## config.mk

```make
export PLATFORM = sky130hd
export DESIGN_NAME = mhrr_cell
export DESIGN_NICKNAME = d
export VERILOG_FILES = /design/src/mhrr_pkg.sv /design/src/mhrr_cell.sv
export SDC_FILE = /design/constraint.sdc
export NUM_CORES = 1
export LEC_CHECK = 0
export BUFFER_PORTS_ARGS = -buffer_cell sky130_fd_sc_hd__buf_2
export CAP_MARGIN = 20
export CORE_ASPECT_RATIO = 0.75
export CORE_UTILIZATION = 50
export DETAILED_ROUTE_END_ITERATION = 10
export GPL_ROUTABILITY_DRIVEN = 1
export PLACE_DENSITY = 0.76
export SLEW_MARGIN = 20
export SYNTH_ARGS = -nofsm -noshare
export SYNTH_HDL_FRONTEND = slang
export SYNTH_SLANG_ARGS = --single-unit
```

## constraint.sdc

```tcl
create_clock -name clk -period 6.9 [get_ports clk]
set_input_delay 1.035 -clock clk [delete_from_list [all_inputs] [get_ports clk]]
set_output_delay 1.035 -clock clk [all_outputs]
set_load 0.1 [all_outputs]
```

## src/mhrr_pkg.sv

```systemverilog
`timescale 1ns / 1ps
`default_nettype none

package mhrr_pkg;

    // widths fixed by the largest supported capacity (65536 entries, 17 levels)
    localparam int VAL_W = 64;
    localparam int POS_W = 16;
    localparam int IDX_W = 18;
    localparam int LEV_W = 5;

    // register selects (decoded on paddr[3] only)
    localparam logic REG_HEAP_SIZE  = 1'b0;
    localparam logic REG_FILL_VALUE = 1'b1;

    // sifted value travelling down the row of level cells
    typedef struct packed {
        logic                    valid;
        logic [POS_W-1:0]        pos;
        logic signed [VAL_W-1:0] value;
    } tok_t;

    // write into one level, issued by the level below it
    typedef struct packed {
        logic                    valid;
        logic                    last;
        logic [POS_W-1:0]        pos;
        logic signed [VAL_W-1:0] value;
    } wr_t;

    // sweep write broadcast to every level
    typedef struct packed {
        logic                    valid;
        logic [LEV_W-1:0]        level;
        logic [POS_W-1:0]        pos;
        logic signed [VAL_W-1:0] value;
    } clr_t;

    typedef enum logic [2:0] {
        ST_INIT,
        ST_IDLE,
        ST_SIFT,
        ST_CLEAR,
        ST_DONE
    } state_t;

endpackage

`default_nettype wire

```

## src/mhrr_cell.sv

```systemverilog
`timescale 1ns / 1ps
`default_nettype none

module mhrr_cell
    import mhrr_pkg::*;
#(
    parameter int LEVEL = 1
)
(
    input  wire logic             clk,
    input  wire logic             rst_n,
    input  wire logic [IDX_W-1:0] n_used,
    input  wire tok_t             tok_in,
    input  wire wr_t              upw_in,
    input  wire clr_t             clr_in,
    output tok_t                  tok_out,
    output wr_t                   upw_out
);

    localparam int AW    = (LEVEL > 1) ? LEVEL - 1 : 1;
    localparam int DEPTH = 1 << AW;
    localparam logic [IDX_W-1:0] BASE = IDX_W'((1 << LEVEL) - 1);

    // sibling pairs of this level, left and right child in separate banks
    logic signed [VAL_W-1:0] mem_l [DEPTH];
    logic signed [VAL_W-1:0] mem_r [DEPTH];

    logic signed [VAL_W-1:0] rd_l_reg;
    logic signed [VAL_W-1:0] rd_r_reg;
    logic [AW-1:0]           rd_addr;

    logic                    clr_hit;
    logic                    wr_en;
    logic [POS_W-1:0]        wr_pos;
    logic signed [VAL_W-1:0] wr_val;
    logic [AW-1:0]           wr_row;

    logic                    stg_valid_reg;
    logic signed [VAL_W-1:0] stg_value_reg;
    logic [POS_W-1:0]        stg_pos_reg;

    logic [IDX_W-1:0]        l_idx;
    logic [IDX_W-1:0]        r_idx;
    logic                    l_ok;
    logic                    r_ok;
    logic                    swap;
    logic                    side;
    logic signed [VAL_W-1:0] best_val;

    logic                    tok_valid_reg;
    logic signed [VAL_W-1:0] tok_value_reg;
    logic [POS_W-1:0]        tok_pos_reg;

    // write source select: move-up from the level below, or sweep
    always_comb
    begin
        clr_hit = clr_in.valid && (clr_in.level == LEV_W'(LEVEL));
        wr_en   = upw_in.valid || clr_hit;
        wr_pos  = upw_in.valid ? upw_in.pos : clr_in.pos;
        wr_val  = upw_in.valid ? upw_in.value : clr_in.value;
        wr_row  = wr_pos[AW:1];
        rd_addr = tok_in.pos[AW-1:0];
    end

    // left bank
    always_ff @(posedge clk)
    begin
        if (wr_en && !wr_pos[0])
        begin
            mem_l[wr_row] <= wr_val;
        end
        rd_l_reg <= mem_l[rd_addr];
    end

    // right bank
    always_ff @(posedge clk)
    begin
        if (wr_en && wr_pos[0])
        begin
            mem_r[wr_row] <= wr_val;
        end
        rd_r_reg <= mem_r[rd_addr];
    end

    // hold the sifted value while the children are read
    always_ff @(posedge clk or negedge rst_n)
    begin
        if (!rst_n)
        begin
            stg_valid_reg <= 1'b0;
        end
        else
        begin
            stg_valid_reg <= tok_in.valid;
        end
    end

    always_ff @(posedge clk)
    begin
        stg_value_reg <= tok_in.value;
        stg_pos_reg   <= tok_in.pos;
    end

    // pick the smaller child; ties keep the parent, left wins over right
    always_comb
    begin
        l_idx    = BASE + IDX_W'({stg_pos_reg, 1'b0});
        r_idx    = l_idx + IDX_W'(1);
        l_ok     = l_idx < n_used;
        r_ok     = r_idx < n_used;
        best_val = stg_value_reg;
        swap     = 1'b0;
        side     = 1'b0;
        if (l_ok && (rd_l_reg < best_val))
        begin
            best_val = rd_l_reg;
            swap     = 1'b1;
            side     = 1'b0;
        end
        if (r_ok && (rd_r_reg < best_val))
        begin
            best_val = rd_r_reg;
            swap     = 1'b1;
            side     = 1'b1;
        end
    end

    // parent slot gets the child on a swap, else the sifted value settles
    always_comb
    begin
        upw_out.valid = stg_valid_reg;
        upw_out.last  = !swap;
        upw_out.pos   = stg_pos_reg;
        upw_out.value = swap ? best_val : stg_value_reg;
    end

    // pass the sifted value on to the next level
    always_ff @(posedge clk or negedge rst_n)
    begin
        if (!rst_n)
        begin
            tok_valid_reg <= 1'b0;
        end
        else
        begin
            tok_valid_reg <= stg_valid_reg && swap;
        end
    end

    always_ff @(posedge clk)
    begin
        tok_value_reg <= stg_value_reg;
        tok_pos_reg   <= {stg_pos_reg[POS_W-2:0], side};
    end

    assign tok_out = '{valid: tok_valid_reg, pos: tok_pos_reg, value: tok_value_reg};

endmodule

`default_nettype wire

```

# Word-level counts from Yosys, hierarchy flattened
# Memory sizes are Yosys's and may differ from the RTL's. A register that Yosys moved wholly into a read port is not among the register bits.
# Index checks and enable logic that the tools add are counted.
[word_totals]
ff_bits = 162
ramBits = 256
wordCells = 36
mem_count = 2
[op_classes]
n_addsub = 2
magnitude_cmp = 4
eq_ne = 1
muxes = 12
reduce_logical = 9
[mem_list]
columns = ["memory", "words", "word_bits", "read_ports", "rd_clocked_by_memory_dff", "write_ports", "line_no", "rtl"]
rows = [
  ["mem_l", 2, 64, 1, 1, 1, "mhrr_cell.sv:25", "logic signed [VAL_W-1:0] mem_l [DEPTH];"],
  ["mem_r", 2, 64, 1, 1, 1, "mhrr_cell.sv:26", "logic signed [VAL_W-1:0] mem_r [DEPTH];"],
]
[ops]
columns = ["operator", "count"]
rows = [
  ["two-way mux 64 bit", 4],
  ["< comparator 64 bit", 2],
  ["< comparator 18 bit", 2],
  ["adder 1 x 17 -> 18 bit, first input constant", 1],
  ["adder 18 x 1 -> 18 bit, second input constant", 1],
  ["two-way mux 1 bit", 7],
  ["logical AND 1 bit", 6],
  ["equality test 5 x 1 -> 1 bit, second input constant", 1],
  ["zero test 1 bit", 2],
  ["two-way mux 2 bit", 1],
  ["logical OR 1 bit", 1],
]

# Longest topological paths before layout
[depth]
depth_word = 8
mapped_depth = 25

# Worst setup path before layout
# Ideal clock, no wire load.
[synth_timing]
path_type = "flip-flop to output port"
startpoint = "reg stg_pos_reg[2]"
endpoint = "out upw_out[36] in the netlist's numbering"
arrival_ps = 7269
slack_ps = -1404
stages_incl_launch_ff = 25
path_buffers = 5
cell_sequence = "dfxtp_1 > ha_1 > o21ai_0 > a21oi_1 > o311ai_0 > a31oi_1 > o31ai_1 > or4b_1 > nand2_1 > buf_2 > buf_4 > mux2i_1 > ha_1 > a21o_1 > a211oi_1 > o21ai_0 > a31o_2 > a21oi_1 > mux2i_1 > nor4bb_1 > o311a_1 > clkbuf_1 > buf_6 > buf_6 > mux2i_1"
[synth_lines]
columns = ["element", "line_no", "rtl"]
rows = [
  ["start: declaration", "mhrr_cell.sv:40", "logic [POS_W-1:0] stg_pos_reg;"],
  ["start signal: assignment", "mhrr_cell.sv:101", "stg_pos_reg <= tok_in.pos;"],
  ["end: declaration", "mhrr_cell.sv:17", "output wr_t upw_out"],
]

==> flow_summary.toml <==
[clock_network]
cts_hold_buffers = 0
clockBufferDepth = 3
root_buffer = "clkbuf_16"
cts_made_buffers = 52
cts_tree = "built"
clkTransAtPathRegs_ns = 0.06
insertion_delay_ns = 0.57
htreeDepth = 2
clock-sinks = 546

[die]
io_pins = 432
die_w_um = 241.6
die_h_um = 181.7
core_um2 = 42290
start_util_pct = 50.90
fp-row-count = 65
dieArea_um2 = 43900

[layout]
layout.nets = 2645
area_growth_pct = 44.37
finish.instance_area_um2 = 31080
drive_gt1_share_pct = 51.77
post-route-util_pct = 73.49
top_regs = "mem_l (128), mem_r (128)"

[setup_path]
cp-start-kind = "flop"
critPathMaxStageDelay_ns = 0.60
path_common_cell = "buf_12"
path_delay_family = "simple AND/OR/NAND/NOR gates"
critical_path_class = "flop to primary output"
crit_required_ns = 5.86
cp_max_fo = 8
critPathSlowestCell = "or4b_4"
path_buf_inv = 10
end_kind = "primary output"
arrival_ns = 6.62

[global_route]
globalRoute.totalOverflow = 0
track_usage_pct = 26.17
antenna_found_initial = 2
grt_pass1_wl_mm = 87.81
grt_max_degree = 73
first_global_vias = 15470

[routing]
viasPerCell = 5.241
drtIter0Drc = 765
drt-pass1-iter-count = 4
ant_nets = 0
drc_errors = 0
vias = 14840
wl_mm = 59.92
wl_per_cell_um = 21.17

[power_and_ir_drop]
power.leakage_uw = 0.01322
ir_drop_v = 0.0003145
cellPowerDensity_nw_per_um2 = 334.8

[synthesis]
syn_avg_cell_area_um2 = 14.12
yosys.area.top_type = "edfxtp_1"
netlist.area_leader.share_pct = 35.71
yosys_warnings = 0
synth-main-ff-cell = "dfxtp_1"
synth-edff-count = 256
syn_area_um2 = 21530
synthArstFlopShare_pct = 0.3663
ys_ff_latch = 546
synth_cell_types = 56
seq_area_frac_synth_pct = 62.73
syn_inst = 1525
syn-num-nets = 1954
synth_area_leaders = "edfxtp_1 (36%), dfxtp_1 (27%), mux2_2 (10%), ha_1 (9.3%), mux2i_1 (5.9%)"

[sta]
finalCriticalPeriod_ns = 7.651
maxSlewHeadroom_pct = 27.56
post-route-period-util_pct = 110.9
final-setup-viol-count = 65
rsz0062_at_grt = "yes"
drv_slew = 0
setup_slack_ns = -0.7508
hold_viol_final = 0
fmax_mhz = 130.7
worstMarginPinSlew_ns = 1.087
finClkSkew_ns = 0.01266

[run_status]
failed_checks = "negative setup slack"
status = "finished, violations left"

[worst_hold_path]
hp-class = "input pin to async pin"

[placed_design]
gp_congestion = 0.8618
hpwl_mm = 38.52
dpl_cell_area_um2 = 27160
io_buffers = 402

[run]
cap_violations = 0
-- worst reg2reg max path, delay by kind of cell, from the launching register on --
kind | cells | cell delay [ns]
AO/OA/AOI/OAI | 5 | 1.25
adder cells (fa/ha/maj) | 2 | 0.41
buffers and inverters | 9 | 1.27
flip-flops | 1 | 0.33
multiplexers | 1 | 0.24
AND/OR/NAND/NOR | 9 | 2.18
-- path summary, 6_finish.rpt --
kind / startpoint / endpoint / slack, ns / cells after the start
setup / recovery: stg_value_reg[27]$_DFF_P_ / upw_out[52] / -0.75 / 29
hold / removal: rst_n / tok_valid_reg$_DFF_PN0_ / 0.23 / 1
setup reg to reg: stg_value_reg[27]$_DFF_P_ / tok_valid_reg$_DFF_PN0_ / 1.13 / 26
hold reg to reg: stg_value_reg[16]$_DFF_P_ / tok_value_reg[16]$_DFF_P_ / 0.38 / 0
max in group asynchronous: rst_n / stg_valid_reg$_DFF_PN0_ / 6.57 / 1
min in group clk: stg_value_reg[16]$_DFF_P_ / tok_value_reg[16]$_DFF_P_ / 0.38 / 0
-- per-layer routing --
| metal | track usage [%] | vias up | wire length (µm) |
|---|---|---|---|
| met1 | 34.50 | 7347 | 25890 |
| met5 | 0 | - | 0 |
| met3 | 3.976 | 107 | 2826 |
| met2 | 44.48 | 445 | 29430 |
| met4 | 8.280 | 0 | 1777 |
| li1 | - | 6939 | - |
-- per-stage QoR --
stage                     hold WS, ns  TNS, ns  total power, µW  instances  setup slack, ns
after CTS                      0.2084   -36.76            10220       2814          -0.6401
after floorplan                0.3503   -49.55             5669       1525          -0.9590
after detailed placement       0.3625   -66.91             6900       2692           -1.171
after global routing           0.2122   -57.48            10720       2830          -0.9766
final                          0.2328   -42.68            10410       2831          -0.7508
after global placement         0.3617   -62.84             6852       2692           -1.072
-- synth_stat cells, types with 2 or more instances --
master       n
dfxtp_1    288
edfxtp_1   256
mux2_2     193
ha_1       160
inv_1      149
mux2i_1    127
a21oi_1     46
nand2_1     46
nor2_1      31
o21ai_0     26
nand4_1     23
nand3_1     19
a21o_1      17
clkbuf_1    16
xnor2_1     11
nand2b_1     8
nor3_1       8
buf_1        7
buf_4        7
a221oi_1     6
and3_1       6
a211oi_1     5
and4_1       5
buf_2        5
nor4_1       5
a2111oi_0    4
buf_6        4
a31oi_1      3
nor2b_1      3
o211ai_1     3
o21a_1       3
o31ai_1      3
or3_1        3
xor2_1       3
a221o_1      2
a32o_1       2
dfrtp_1      2
o32ai_1      2
-- cells by family (layout without fill, tap and decap cells) --
kind of cell	after synthesis	in the layout	share of synthesized area (%)
adders and majority gates	160	160	9.300
DFF	546	546	62.73
muxes	321	321	16.05
xor gates and xnor gates	14	14	0.5696
buffers and inverters	188	923	3.569
AOI/OAI and AO/OA	134	134	4.016
and+or+nand+nor	162	162	3.766
other	0	2	0
-- layout make-up --
type                            instances  area, µm²
Fill cell                            2613      11210
Clock buffer                           85       1642
Antenna cell                            2      5.005
Inverter                              149      574.3
Timing Repair Buffer                  676       5519
Tap cell                              569      711.9
Clock inverter                         13      101.3
Sequential cell                       546      13550
Multi-Input combinational cell        791       8980
-- report_power, final --
group | leakage, µW | total [µW] | switching (µW) | internal (µW)
registers | 0.00481 | 3700 | 99.1 | 3610
clock network | 0.000858 | 2880 | 1220 | 1670
logic | 0.00755 | 3820 | 2200 | 1620
total | 0.0132 | 10400 | 3510 | 6890
-- placed cells by master (no fill, tap or decap), types with 6 or more instances in the layout --
cell,n
nand4_1,23
o21ai_1,8
buf_12,79
buf_16,9
dfxtp_2,34
mux2i_2,21
inv_2,8
ha_4,30
a21o_1,17
mux2_2,193
inv_1,139
clkbuf_16,58
clkbuf_8,11
nand2b_1,6
dfxtp_1,254
nand2_1,44
clkbuf_1,17
buf_6,17
o21ai_0,15
xnor2_1,11
mux2i_1,47
buf_4,232
nor2_1,27
a21oi_1,31
buf_2,334
nand3_1,16
ha_1,130
a21oi_2,11
edfxtp_1,256
mux2i_4,59
-- timing repair --
item                                    4_1_cts  5_1_grt
gates resized for setup                     200      107
pin swaps                                    37       38
gates cloned                                  7        1
buffers inserted                             17       15
hold endpoints to repair                      0        0
endpoints found under the setup margin       65       65
Power figures use the tool's default switching activity.
